### config.mk
export PLATFORM = sky130hd
export DESIGN_NAME = tdsc_ring
export DESIGN_NICKNAME = d
export VERILOG_FILES = /design/src/rtl/core/tdsc_pkg.sv /design/src/rtl/core/tdsc_ring.sv
export SDC_FILE = /design/constraint.sdc
export NUM_CORES = 1
export LEC_CHECK = 0
export ABC_AREA = 1
export BUFFER_PORTS_ARGS = -buffer_cell sky130_fd_sc_hd__buf_4
export CORE_MARGIN = 3
export CORE_UTILIZATION = 35
export CTS_CLUSTER_SIZE = 40
export DETAILED_ROUTE_END_ITERATION = 10
export SLEW_MARGIN = 20
export SYNTH_ARGS = -nofsm -noshare
export SYNTH_HDL_FRONTEND = slang
export SYNTH_SLANG_ARGS = --single-unit
### constraint.sdc
create_clock -name clock -period 1.9 [get_ports clock]
set_clock_uncertainty 0.05 [all_clocks]
set_input_delay 0.38 -clock clock [delete_from_list [all_inputs] [get_ports clock]]
set_output_delay 0.38 -clock clock [all_outputs]
set_load 0.01 [all_outputs]
### src/rtl/core/tdsc_pkg.sv
// Shared types and constants for the median-filtered TDS converter.
// Used by every module in rtl/core; depends on nothing.
package tdsc_pkg;

   localparam int SAMPLE_W = 12;
   localparam int TEMP_W   = 14;
   localparam int CFG_W    = 13;
   localparam int TDS_W    = 20;
   localparam int DVD_W    = 48;
   localparam int DSR_W    = 24;
   localparam int ACC_W    = 45;

   localparam logic [CFG_W-1:0] REF_MV_RESET     = 13'd3300;
   localparam logic [CFG_W-1:0] FULL_SCALE_RESET = 13'd4096;
   localparam logic [TDS_W-1:0] TDS_MAX          = 20'hFFFFF;

   localparam logic CSR_REF_MV     = 1'b0;
   localparam logic CSR_FULL_SCALE = 1'b1;

   localparam logic KIND_SAMPLE  = 1'b0;
   localparam logic KIND_COMPUTE = 1'b1;

   typedef enum logic {
      MED_IDLE,
      MED_SCAN
   } med_state_type;

   typedef enum logic [3:0] {
      CV_IDLE,
      CV_VGO,
      CV_VWAIT,
      CV_XGO,
      CV_XWAIT,
      CV_SQUARE,
      CV_CUBE,
      CV_LIN,
      CV_ADD3,
      CV_SUB2,
      CV_QGO,
      CV_QWAIT,
      CV_DONE
   } conv_state_type;

   typedef struct packed {
      logic                done;
      logic [SAMPLE_W-1:0] value;
   } med_result_type;

   typedef struct packed {
      logic             valid;
      logic [TDS_W-1:0] tds;
      logic             saturated;
   } conv_result_type;

endpackage

### src/rtl/core/tdsc_ring.sv
// Sample ring storage: one write port, one registered read port.
// Entries never written read as zero through per-entry valid bits; uses tdsc_pkg.
module tdsc_ring #(
   parameter int DEPTH = 32
) (
   input  logic                          clock,
   input  logic                          reset,
   input  logic                          wr_en,
   input  logic [$clog2(DEPTH)-1:0]      wr_addr,
   input  logic [tdsc_pkg::SAMPLE_W-1:0] wr_data,
   input  logic [$clog2(DEPTH)-1:0]      rd_addr,
   output logic [tdsc_pkg::SAMPLE_W-1:0] rd_data
);

   logic [tdsc_pkg::SAMPLE_W-1:0] mem [DEPTH];
   logic [DEPTH-1:0]              vld_ff;
   logic [tdsc_pkg::SAMPLE_W-1:0] rd_data_ff;
   logic                          rd_vld_ff;

   always_ff @(posedge clock) begin
      if (wr_en) begin
         mem[wr_addr] <= wr_data;
      end
      rd_data_ff <= mem[rd_addr];
   end

   always_ff @(posedge clock) begin
      if (reset) begin
         vld_ff    <= '0;
         rd_vld_ff <= 1'b0;
      end else begin
         if (wr_en) begin
            vld_ff[wr_addr] <= 1'b1;
         end
         rd_vld_ff <= vld_ff[rd_addr];
      end
   end

   assign rd_data = rd_vld_ff ? rd_data_ff : '0;

endmodule

==> results.cfg <==
[clock_tree]
root_buffer = clkbuf_16
cts_buffers = 44
clock-sinks = 429
htreeDepth = 2
clkLatencyLatePin_ps = 540
clkSlewWorstSetupHoldPaths_ps = 60
ctsHoldBuffers = 0
tritoncts = yes
clockBufferDepth = 3

[timing]
rsz0062_at_grt = false
hold_ws_ps = 223
slew_violations = 0
tightest_slew_ps = 546
hold_violations = 0
max_freq_ghz = 0.566
finalSetupViolations = 0
setup_tns_ps = 0
max_slew_margin_pct = 63.6
period_needed_ps = 1770
timing.final.crit_share_pct = 93.1

[floorplanning]
die_y_um = 228
start_util_pct = 35.7
core_area_um2 = 48100
io_pins = 37
die_w_um = 228
die_area_um2 = 51800
rows = 80

[logic_synthesis]
synth_cells = 1550
syn_area_per_cell_um2 = 11.1
syn_area_um2 = 17200
ys_ff_latch = 429
ys_types = 16
synth_warnings = 0
ys_seq_area_share_pct = 72.3
syn-num-nets = 1575

[placed_design]
dp_cells = 2247
gp_congestion = 0.802
io_buffer_count = 36
dp_hpwl_um = 27000

[route]
avgViaCountPerCell = 4.92
ant_nets = 0
wire_per_inst_um = 18.9
firstDrtPassIters = 5
post-route-drc-count = 0
vias = 11500
drt_iter0_markers = 996
postRouteWirelength_um = 44100

[critical_path]
critical_path.max_fanout = 10
reg2reg_to = rd_data_ff[6]
crit_arrival_ps = 1340
critical_path.endpoint_type = output pin
start_kind = register
r2r_slack_ps = 450
worstPathRequired_ps = 1470
reg2reg_depth = 7
r2r-start = mem[17][6]
worstSetupPathType = register to output pin

[grt]
grt_use_met3_pct = 2.70
grt_max_degree = 59
grt_pass1_vias = 11200
grt_pass1_wl_um = 67700
busiest_layer = met2
grt_antenna_before_repair = 0
grt_usage_pct = 17.3
grt.met2_usage_pct = 28.7
grtUsageMet1_pct = 23.8
grt-ovfl-total = 0

[cells_and_area]
fin_nets = 1663
finalNonFillerCells = 2329
area_growth_pct = 18.4
final_util_pct = 42.3
drive_gt1_share_pct = 11.8

[pwr]
pwr-share-clk_pct = 41.6
p_sw_share_pct = 21.7
p_seq_share_pct = 51.7
p_sw_mw = 4.39
p_comb_share_pct = 6.7
internal_power_mw = 15.8
p_per_area_nw_per_um2 = 992
p_total_mw = 20.2
power.leakage_nw = 7.58
peakVddDrop_mv = 0.754

[flow_run]
cap_violations = 0

[min_path]
hold_path_end = vld_ff[19]
worstHoldStart = reset
hold_class = input port to register
hold_depth = 2

[run_status]
outcome = complete, no violations
-- cell families (layout without fill, tap and decap cells) --
kind of cell	Yosys count	after routing	synth area share, %
AND/OR/NAND/NOR	991	991	24.3
buffers and inverters	127	249	3.32
flip-flops	429	429	72.3
AO/OA/AOI/OAI	3	3	0.0873
other	0	1	0
-- metal layers --
layer	share of wire, %	routed length (um)
met5	0	0
met4	2.2	984
met3	5.3	2340
met2	48	21100
met1	45	19700
-- cell type report --
type | count | area (um^2)
Antenna cell | 1 | 2.50
Clock buffer | 67 | 1260
Clock inverter | 13 | 144
Fill cell | 4511 | 27800
Inverter | 36 | 141
Multi-Input combinational cell | 994 | 4200
Sequential cell | 429 | 12400
Tap cell | 656 | 821
Timing Repair Buffer | 133 | 1370
-- power by group through the flow --
stage	combinational, mW	clock, mW	sequential (mW)
final	1.35	8.40	10.5
after CTS	1.35	8.55	10.5
after floorplan	0.714	0	10.6
after detailed placement	1.35	0	10.7
after global placement	1.34	0	10.7
after global routing	1.49	8.96	10.5
-- stage by stage --
stage                     cell area, um^2  setup WS [ps]
after floorplan                     17200            152
after global placement              18900           -136
after detailed placement            18900           -131
after CTS                           20300           40.8
after global routing                20400           88.4
final                               20400            132
-- worst max-delay path, cell delays in order (launching register included) --
cell,delay [ps]
dfxtp_4,380
buf_12,150
nand2_1,80
inv_1,50
buf_4,130
-- flip-flops by register name, summed over array words and instances, names as in the netlist --
signal      cells
rd_data_ff     12
rd_vld_ff       1
mem           384
vld_ff         32
-- worst max path at each step --
stage / startpoint / slack (ps) / end
after floorplan: wr_en / 150 / mem[31][0]
after global placement: rd_addr[1] / -140 / rd_data_ff[6]
after detailed placement: rd_addr[1] / -130 / rd_data_ff[6]
after CTS: rd_vld_ff / 40 / rd_data[8]
after global routing: rd_vld_ff / 90 / rd_data[4]
final: rd_vld_ff / 130 / rd_data[3]
-- what timing repair did --
item | CTS | global route
endpoints found under the setup margin | 12 | 1
pin swaps | 0 | 0
setup buffers | 0 | 1
gates resized for setup | 2 | 0
-- cell usage in the layout, fill, tap and decap left out --
cell type	synthesis	routed
and2_1	12	12
edfxtp_1	384	384
clkbuf_1	29	17
clkbuf_16	0	45
clkinv_1	1	3
inv_1	32	32
clkinvlp_4	0	1
bufinv_16	0	3
nand2_1	531	531
diode_2	0	1
clkinv_4	0	1
inv_2	3	1
buf_4	11	103
clkinv_2	0	7
buf_12	0	29
dfxtp_4	0	1
o21ai_0	1	1
inv_6	0	1
o21ai_1	2	2
nor2_1	103	103
buf_6	0	1
dfxtp_1	45	44
nand3_1	333	333
nor3_1	12	12
clkbuf_8	0	5
-- synth_stat cells (all sizes together) --
cell type	count	share of area [%]
dfxtp	45	5.2
o21ai	3	0.087
nand2	531	12
inv	35	0.76
nor3	12	0.35
buf	62	1.9
and2	12	0.44
edfxtp	384	67
nand3	333	9.7
clkinv	1	0.022
nor2	103	2.2
clkbuf	29	0.63
(Power assumes the default switching activity.)
