===== config.mk =====
export PLATFORM = sky130hd
export DESIGN_NAME = tdsc_median
export DESIGN_NICKNAME = d
export VERILOG_FILES = /design/src/rtl/core/tdsc_pkg.sv /design/src/rtl/core/tdsc_median.sv
export SDC_FILE = /design/constraint.sdc
export NUM_CORES = 1
export LEC_CHECK = 0
export BUFFER_PORTS_ARGS = -buffer_cell sky130_fd_sc_hd__buf_2
export CORE_UTILIZATION = 35
export DETAILED_ROUTE_END_ITERATION = 8
export PLACE_DENSITY = 0.57
export RECOVER_POWER = 50
export SLEW_MARGIN = 0
export SYNTH_ARGS = -nofsm -noshare
export SYNTH_HDL_FRONTEND = slang
export SYNTH_SLANG_ARGS = --single-unit

===== constraint.sdc =====
create_clock -name clock -period 8.6 [get_ports clock]
set_input_delay 1.72 -clock clock [delete_from_list [all_inputs] [get_ports clock]]
set_output_delay 1.72 -clock clock [all_outputs]
set_load 0.005 [all_outputs]

===== src/rtl/core/tdsc_pkg.sv =====
// Shared types and constants for the median-filtered TDS converter.
// Used by every module in rtl/core; depends on nothing.
package tdsc_pkg;

   localparam int SAMPLE_W = 12;
   localparam int TEMP_W   = 14;
   localparam int CFG_W    = 13;
   localparam int TDS_W    = 20;
   localparam int DVD_W    = 48;
   localparam int DSR_W    = 24;
   localparam int ACC_W    = 45;

   localparam logic [CFG_W-1:0] REF_MV_RESET     = 13'd3300;
   localparam logic [CFG_W-1:0] FULL_SCALE_RESET = 13'd4096;
   localparam logic [TDS_W-1:0] TDS_MAX          = 20'hFFFFF;

   localparam logic CSR_REF_MV     = 1'b0;
   localparam logic CSR_FULL_SCALE = 1'b1;

   localparam logic KIND_SAMPLE  = 1'b0;
   localparam logic KIND_COMPUTE = 1'b1;

   typedef enum logic {
      MED_IDLE,
      MED_SCAN
   } med_state_type;

   typedef enum logic [3:0] {
      CV_IDLE,
      CV_VGO,
      CV_VWAIT,
      CV_XGO,
      CV_XWAIT,
      CV_SQUARE,
      CV_CUBE,
      CV_LIN,
      CV_ADD3,
      CV_SUB2,
      CV_QGO,
      CV_QWAIT,
      CV_DONE
   } conv_state_type;

   typedef struct packed {
      logic                done;
      logic [SAMPLE_W-1:0] value;
   } med_result_type;

   typedef struct packed {
      logic             valid;
      logic [TDS_W-1:0] tds;
      logic             saturated;
   } conv_result_type;

endpackage


===== src/rtl/core/tdsc_median.sv =====
// Median of the sample ring by bitwise radix selection, one bit per pass over the ring.
// Tracks the two middle ranks at once; depends on tdsc_pkg and reads tdsc_ring.
module tdsc_median #(
   parameter int DEPTH = 32
) (
   input  logic                           clock,
   input  logic                           reset,
   input  logic                           start,
   output logic [$clog2(DEPTH)-1:0]       rd_addr,
   input  logic [tdsc_pkg::SAMPLE_W-1:0]  rd_data,
   output tdsc_pkg::med_result_type       result
);

   localparam int AW = $clog2(DEPTH);
   localparam int IW = $clog2(DEPTH + 1);
   localparam logic [IW-1:0] RANK_LO = IW'((DEPTH - 1) / 2);
   localparam logic [IW-1:0] RANK_HI = IW'(DEPTH / 2);
   localparam logic [IW-1:0] IDX_END = IW'(DEPTH);

   tdsc_pkg::med_state_type state_ff, state_in;

   logic [3:0]                    bit_ff;
   logic [IW-1:0]                 idx_ff;
   logic [tdsc_pkg::SAMPLE_W-1:0] p0_ff, p1_ff;
   logic [IW-1:0]                 r0_ff, r1_ff, c0_ff, c1_ff;
   logic                          done_ff;
   logic [tdsc_pkg::SAMPLE_W-1:0] value_ff;

   logic                          scanning, pass_end;
   logic [tdsc_pkg::SAMPLE_W-1:0] mask, bit_one;
   logic                          hit0, hit1;
   logic [IW-1:0]                 c0_next, c1_next;
   logic [tdsc_pkg::SAMPLE_W-1:0] p0_next, p1_next;
   logic [IW-1:0]                 r0_next, r1_next;
   logic [tdsc_pkg::SAMPLE_W:0]   pair_sum;

   always_comb begin
      state_in = state_ff;
      case (state_ff)
         tdsc_pkg::MED_IDLE: begin
            if (start) state_in = tdsc_pkg::MED_SCAN;
         end
         tdsc_pkg::MED_SCAN: begin
            if (idx_ff == IDX_END && bit_ff == 4'd0) state_in = tdsc_pkg::MED_IDLE;
         end
         default: state_in = tdsc_pkg::MED_IDLE;
      endcase
   end

   always_comb begin
      scanning = 1'b0;
      case (state_ff)
         tdsc_pkg::MED_SCAN: scanning = 1'b1;
         default:            scanning = 1'b0;
      endcase
      rd_addr  = idx_ff[AW-1:0];
      pass_end = scanning && (idx_ff == IDX_END);
   end

   always_comb begin
      mask     = 12'hFFF << (5'(bit_ff) + 5'd1);
      bit_one  = 12'd1 << bit_ff;
      hit0     = (idx_ff != '0) && (((rd_data ^ p0_ff) & mask) == '0) && !rd_data[bit_ff];
      hit1     = (idx_ff != '0) && (((rd_data ^ p1_ff) & mask) == '0) && !rd_data[bit_ff];
      c0_next  = c0_ff + IW'(hit0);
      c1_next  = c1_ff + IW'(hit1);
      p0_next  = (r0_ff < c0_next) ? p0_ff : (p0_ff | bit_one);
      r0_next  = (r0_ff < c0_next) ? r0_ff : (r0_ff - c0_next);
      p1_next  = (r1_ff < c1_next) ? p1_ff : (p1_ff | bit_one);
      r1_next  = (r1_ff < c1_next) ? r1_ff : (r1_ff - c1_next);
      pair_sum = {1'b0, p0_next} + {1'b0, p1_next};
   end

   always_ff @(posedge clock) begin
      if (reset) begin
         state_ff <= tdsc_pkg::MED_IDLE;
         done_ff  <= 1'b0;
      end else begin
         state_ff <= state_in;
         done_ff  <= pass_end && (bit_ff == 4'd0);
      end
   end

   always_ff @(posedge clock) begin
      if (start && !scanning) begin
         bit_ff <= 4'd11;
         idx_ff <= '0;
         p0_ff  <= '0;
         p1_ff  <= '0;
         r0_ff  <= RANK_LO;
         r1_ff  <= RANK_HI;
         c0_ff  <= '0;
         c1_ff  <= '0;
      end else if (scanning) begin
         if (pass_end) begin
            p0_ff  <= p0_next;
            p1_ff  <= p1_next;
            r0_ff  <= r0_next;
            r1_ff  <= r1_next;
            c0_ff  <= '0;
            c1_ff  <= '0;
            idx_ff <= '0;
            bit_ff <= bit_ff - 4'd1;
            value_ff <= pair_sum[tdsc_pkg::SAMPLE_W:1];
         end else begin
            c0_ff  <= c0_next;
            c1_ff  <= c1_next;
            idx_ff <= idx_ff + IW'(1);
         end
      end
   end

   assign result.done  = done_ff;
   assign result.value = value_ff;

endmodule


==> impl_metrics.env, run 1 <==
export IMPL_synthAdderAreaFrac_pct=11.7
export IMPL_synth_most_common_cell="dfxtp_1"
export IMPL_cts_buffer_depth=2
export IMPL_synthTopCellsByArea="dfxtp_1 (27%), ha_1 (9.4%), edfxtp_1 (8.0%)"
export IMPL_synth_edf_count=12
export IMPL_setup_violations=0
export IMPL_crit_slowest_cell="o21ai_2"
export IMPL_cp_max_fo=19
export IMPL_critPathArrivalTime_ns=7.25
export IMPL_crit_path_frequent_cell="ha_1"
export IMPL_pre_cts_ws_ns=1.15
export IMPL_drc_errors=0
export IMPL_vdd_drop_max_mv=0.0909
export IMPL_rsz0062_at_grt="false"
export IMPL_hold_worst_slack_ns=0.460
export IMPL_netlist_area_um2=4520
export IMPL_die_width_um=116
export IMPL_clkTransAtPathRegs_ns=0.05
export IMPL_wl_mm=10.8
export IMPL_grt_usage_pct=17.5
export IMPL_async_flop_share_pct=0
export IMPL_cts_tree="yes"
export IMPL_num_vias=3619
export IMPL_grt_max_degree=28
export IMPL_gp_congestion=0.934
export IMPL_cpPeakStageDelay_ns=0.70
export IMPL_grt_pass1_vias=3495
export IMPL_port_buffers=32
export IMPL_io_pins=33
export IMPL_slew_violations=0
export IMPL_worst_skew_pair_late_latency_ns=0.34
export IMPL_grt_pass1_wl_mm=17.7
export IMPL_multi_input_area_um2=2770
export IMPL_ys_types=64
export IMPL_fmax_mhz=140
export IMPL_met2_length_mm=5.17
export IMPL_hold_viol=0
export IMPL_htree_levels=3
export IMPL_synth_seq_cells=72
export IMPL_syn_nets=541
export IMPL_core_area_um2=12600
export IMPL_timing_final_ws_setup_ns=1.44
export IMPL_ctsHoldBuffers=0
export IMPL_start_util_pct=35.9
export IMPL_synth_top_family_by_area="compound AO/OA/AOI/OAI gates"
export IMPL_drt_first_pass_iters=5
export IMPL_synth_main_ff_cell="dfxtp_1"
export IMPL_final_nets=561
export IMPL_critPathLaunchType="input port"
export IMPL_p_per_area_nw_per_um2=156
export IMPL_yosys_area_share_simple_pct=12.5
export IMPL_vias_per_cell=5.28
export IMPL_yosysTopAreaCellShare_pct=26.5
export IMPL_root_buffer="clkbuf_16"
export IMPL_area_delta_synth_final_pct=11.8
export IMPL_synth_xor_area_share_pct=11.4
export IMPL_outcome="complete, no violations"
export IMPL_cts_setup_buffers=0
export IMPL_syn_inst=489
export IMPL_drt_wirelength_per_cell_um=15.7
export IMPL_crit_chain="clkbuf_1, mux4_2, a22oi_1, o21ai_0, a211oi_1, ha_1, ha_1, xnor2_1, ha_1, a21oi_1, maj3_2, o21ai_2, a31o_2, ha_1, a21o_1, a21oi_1, o21bai_1, a211oi_1, a21o_1, o22ai_1, nand2_1, a21oi_1, a31o_1"
export IMPL_cts_buffers=9
export IMPL_wl_met3_um=456
export IMPL_synth_compound_area_share_pct=23.6
export IMPL_fillCellCount=1280
export IMPL_num_rows=41
export IMPL_tightest_slew_ns=1.46
export IMPL_drive_gt1_share_pct=11.7
export IMPL_period_share_pct=83.3
export IMPL_leakagePower_nw=2.34
export IMPL_fin_util_pct=40.1
export IMPL_cts_num_sinks=72
export IMPL_die_h_um=116
export IMPL_antenna_found_initial=0
export IMPL_regArea_um2=1560
export IMPL_clock_skew_ns=0.00565
export IMPL_setup_tns_ns=0
export IMPL_hold_class="flip-flop to flip-flop"
export IMPL_synth_top_area_cell="dfxtp_1"
export IMPL_drt_met1_wl_mm=4.86
export IMPL_syn_avg_cell_area_um2=9.25
export IMPL_yosysWarnings=0
export IMPL_worstSetupEndpointType="flip-flop"
export IMPL_yosysSeqAreaShare_pct=34.5
export IMPL_detail_route_antenna_nets=0
export IMPL_grt_overflow_total=0
export IMPL_die_area_um2=13400
export IMPL_initialDrtViolationCount=272
export IMPL_ctsResizeCount=0
export IMPL_cap_viol_max_count=0
export IMPL_yosys_top_cells_count="dfxtp_1 (60), nand2_1 (48), xnor2_1 (39), ha_1 (34), nor2_1 (31)"
export IMPL_synthMuxAreaShare_pct=1.94
export IMPL_max_slew_margin_rel_pct=2.75
export IMPL_worstSetupPathType="input port to flip-flop"
export IMPL_antenna_cells=0
export IMPL_min_period_ns=7.16
export IMPL_cp_required_ns=8.69
export IMPL_dp_hpwl_mm=8.05
export IMPL_routed_top_layer="met4"
[power breakdown]
group          switching [mW]  internal (mW)  total [mW]
clock                   0.139          0.219       0.357
combinational          0.0427         0.0345      0.0773
sequential            0.00495          0.347       0.352
total                   0.186          0.600       0.786
[stage by stage]
step / instance area, um2 / std cells / power, mW
detailed placement: 4800 / 670 / 0.436
floorplan: 4520 / 489 / 0.415
global placement: 4800 / 670 / 0.436
global route: 5060 / 686 / 0.822
finish: 5060 / 686 / 0.786
CTS: 5090 / 686 / 0.797
[cell usage in the layout, fill, tap and decap left out, types with 2 or more instances in the layout]
| master | count |
|---|---|
| a31oi_1 | 2 |
| nor2b_1 | 5 |
| a21oi_1 | 30 |
| o21ai_0 | 25 |
| o211a_1 | 18 |
| a21o_1 | 14 |
| mux4_2 | 3 |
| fa_1 | 3 |
| maj3_1 | 2 |
| ha_1 | 34 |
| a211oi_1 | 5 |
| nand3_1 | 14 |
| clkbuf_1 | 20 |
| nor2_1 | 31 |
| clkbuf_8 | 3 |
| inv_1 | 19 |
| a222oi_1 | 2 |
| nand2_1 | 48 |
| buf_2 | 15 |
| o22ai_1 | 4 |
| nor3_1 | 6 |
| nand4_1 | 2 |
| xor2_1 | 17 |
| a31o_2 | 14 |
| nand2b_1 | 3 |
| xnor2_1 | 39 |
| o21ai_1 | 3 |
| o211ai_1 | 5 |
| edfxtp_1 | 12 |
| dfxtp_1 | 60 |
| a22o_1 | 5 |
| and2_1 | 5 |
| clkbuf_16 | 9 |
| mux2i_1 | 2 |
| and3_1 | 2 |
| or3_1 | 2 |
| maj3_2 | 2 |
[registers in the layout, summed over array words and instances, names as in the netlist]
name      flops
c1_ff         6
c0_ff         6
p0_ff        12
p1_ff        12
r1_ff         6
idx_ff        6
value_ff     12
bit_ff        4
state_ff      1
r0_ff         6
done_ff       1
[worst paths after layout]
kind                from  cells after the start  slack [ns]           end
min reg2reg     r0_ff[4]                      2        0.46      r0_ff[4]
max reg2reg    bit_ff[0]                     25        1.73  value_ff[11]
max          rd_data[11]                     23        1.44  value_ff[11]
min             r0_ff[4]                      2        0.46      r0_ff[4]
[logic make-up after synthesis]
family / after synthesis
buf+inv: 46
flops: 72
fa+ha+maj: 41
simple gates: 124
compound gates: 144
mux: 5
xor+xnor: 57
[area by class of cell]
type | count | share of cell area (%)
tap | 172 | 4.26
sequential | 72 | 30.9
clock inverter | 2 | 0.223
timing repair buffer | 34 | 2.97
clock buffer | 14 | 5.42
inverter | 21 | 1.56
multi-input combinational | 371 | 54.7
[routing by layer]
| layer | global-route usage (%) | vias to the layer above |
|---|---|---|
| met3 | 3.40 | 21 |
| met1 | 22.0 | 1728 |
| met5 | 0 | - |
| li1 | - | 1792 |
| met4 | 8.63 | 0 |
| met2 | 28.7 | 78 |
[critical path: cells and delay by family]
| kind | cells | cell delay, ns |
|---|---|---|
| adders and majority gates | 5 | 1.42 |
| buffers and inverters | 1 | 0.12 |
| xor gates and xnor gates | 1 | 0.09 |
| and+or+nand+nor | 1 | 0.11 |
| muxes | 1 | 0.49 |
| AOI/OAI and AO/OA | 14 | 3.29 |
(Power assumes the default switching activity.)
==> inputs of run 2 (changes only) <==
clock period = 6.7 ns   (was 8.6 ns; I/O delays follow)
==> run 2 against run 1 <==
Against the previous run: final area grew 2.3%; first-iteration DRC count rose by 13%; cell count grew 1.3%; critical endpoint unchanged; largest power group unchanged.
==> impl_metrics.env, run 2 (synthesis results as in run 1) <==
export IMPL_num_rows=41
export IMPL_setup_tns_ns=0
export IMPL_initialDrtViolationCount=307
export IMPL_grt_usage_pct=18.0
export IMPL_tightest_slew_ns=1.16
export IMPL_grt_overflow_total=0
export IMPL_num_vias=3702
export IMPL_dp_hpwl_mm=8.28
export IMPL_leakagePower_nw=2.39
export IMPL_die_h_um=116
export IMPL_start_util_pct=35.9
export IMPL_r2r_end="value_ff[11]"
export IMPL_total_power_mw=1.04
export IMPL_cpPeakStageDelay_ns=0.46
export IMPL_min_period_ns=6.33
export IMPL_crit_slowest_cell="mux4_2"
export IMPL_hold_class="flip-flop to flip-flop"
export IMPL_hold_viol=0
export IMPL_cp_max_fo=4
export IMPL_worstSetupPathType="input port to flip-flop"
export IMPL_critPathLaunchType="input port"
export IMPL_antenna_found_initial=0
export IMPL_io_pins=33
export IMPL_drt_first_pass_iters=7
export IMPL_mostFrequentLayoutCells="dfxtp_1 (60), nand2_1 (48), xnor2_1 (39)"
export IMPL_critPathBufInv=2
export IMPL_die_width_um=116
export IMPL_cts_buffer_depth=2
export IMPL_cp_required_ns=6.80
export IMPL_detail_route_antenna_nets=0
export IMPL_max_slew_margin_rel_pct=22.1
export IMPL_antenna_cells=0
export IMPL_r2r_start="bit_ff[1]"
export IMPL_grt_pass1_vias=3585
export IMPL_regToRegSetupSlack_ns=0.48
export IMPL_cts_buffers=9
export IMPL_critPathArrivalTime_ns=6.43
export IMPL_root_buffer="clkbuf_16"
export IMPL_final_common_cell="dfxtp_1"
export IMPL_outcome="complete, no violations"
export IMPL_drive_gt1_share_pct=15.3
export IMPL_ctsResizeCount=0
export IMPL_ctsHoldBuffers=0
export IMPL_crit_cells=24
export IMPL_vias_per_cell=5.33
export IMPL_cts_num_sinks=72
export IMPL_port_buffers=32
export IMPL_drt_wirelength_per_cell_um=16.2
export IMPL_setup_violations=0
export IMPL_core_area_um2=12600
export IMPL_reg_top3="p0_ff: 12 flops, p1_ff: 12 flops, value_ff: 12 flops"
export IMPL_crit_chain="buf_2, mux4_2, a22oi_1, o21ai_0, nor3_2, buf_4, ha_1, ha_1, xnor2_1, ha_1, a21o_1, maj3_2, a2bb2oi_1, and2_2, fa_1, a21o_1, a21oi_1, o21bai_1, a211oi_1, a21o_1, o21ai_1, nand2_1, a21oi_1, a31o_1"
export IMPL_htree_levels=3
export IMPL_grt_pass1_wl_mm=18.3
export IMPL_worstSetupEndpointType="flip-flop"
export IMPL_critPathLaunch="rd_data[11]"
export IMPL_r2r_cells=27
export IMPL_wl_mm=11.3
export IMPL_cts_tree="yes"
export IMPL_cap_viol_max_count=0
export IMPL_cts_setup_buffers=0
export IMPL_p_per_area_nw_per_um2=201
export IMPL_final_nets=570
export IMPL_fmax_mhz=158
export IMPL_grt_max_degree=37
export IMPL_gp_congestion=0.897
export IMPL_drc_errors=0
export IMPL_worst_skew_pair_late_latency_ns=0.34
export IMPL_vdd_drop_max_mv=0.110
export IMPL_crit_family="compound AO/OA/AOI/OAI gates"
export IMPL_clock_skew_ns=0.00622
export IMPL_slew_violations=0
export IMPL_clkTransAtPathRegs_ns=0.06
export IMPL_die_area_um2=13400
export IMPL_endpoint="value_ff[11]"
export IMPL_area_delta_synth_final_pct=14.3
export IMPL_period_share_pct=94.5
## run 2: cell count changes in the layout (fill, tap and decap cells not counted), moves of 2 or more
cell	previous run	this run
buf_4	1	11
clkbuf_1	20	14
buf_2	15	18
clkinvlp_4	0	2
## run 2: area by class of cell
class | count | area [um2]
clock buffer | 12 | 278
multi-input combinational | 371 | 2790
clock inverter | 4 | 25.0
tap | 172 | 215
fill | 1252 | 7450
sequential | 72 | 1560
inverter | 21 | 78.8
timing repair buffer | 43 | 225
## run 2: worst min-delay path by stage
stage,startpoint,to,slack (ns),depth (start not counted)
floorplan,r0_ff[4],r0_ff[4],0.44,2
global placement,r0_ff[4],r0_ff[4],0.44,2
detailed placement,r1_ff[2],r1_ff[2],0.46,2
CTS,r1_ff[2],r1_ff[2],0.47,2
global route,r1_ff[5],r1_ff[5],0.49,2
finish,r0_ff[4],r0_ff[4],0.47,2
## run 2: worst reg2reg max path: cells and delay by family (launching register included)
kind            cells  cell delay [ns]
compound gates     15             2.48
xor+xnor            1             0.16
fa+ha+maj           6             1.82
buf+inv             2             0.31
flops               1             0.63
simple gates        3             0.56
## run 2: layer usage
layer  vias up  global-route usage, %  part of all wire (%)
met1      1781                   22.9                    47
met2        78                   29.8                    47
met5         -                      0                     0
met3        21                   3.03                   3.5
li1       1822                      -                     -
met4         0                   8.80                   2.5
## run 2: where the power goes
part           switching [mW]  internal (mW)  total (mW)
logic                  0.0556         0.0489       0.105
registers             0.00694          0.445       0.452
clock network           0.190          0.292       0.482
total                   0.253          0.786        1.04
## run 2: metrics by stage
stage	cell area (um2)	cells	setup slack [ns]	utilization, %	hold slack (ns)
after global placement	4870	679	0.0559	38.6	0.443
after CTS	5170	695	0.321	41.0	0.467
after floorplan	4520	489	0.553	-	0.436
after detailed placement	4870	679	0.0765	38.6	0.459
final	5170	695	0.370	41.0	0.466
after global routing	5170	695	-0.0541	41.0	0.491
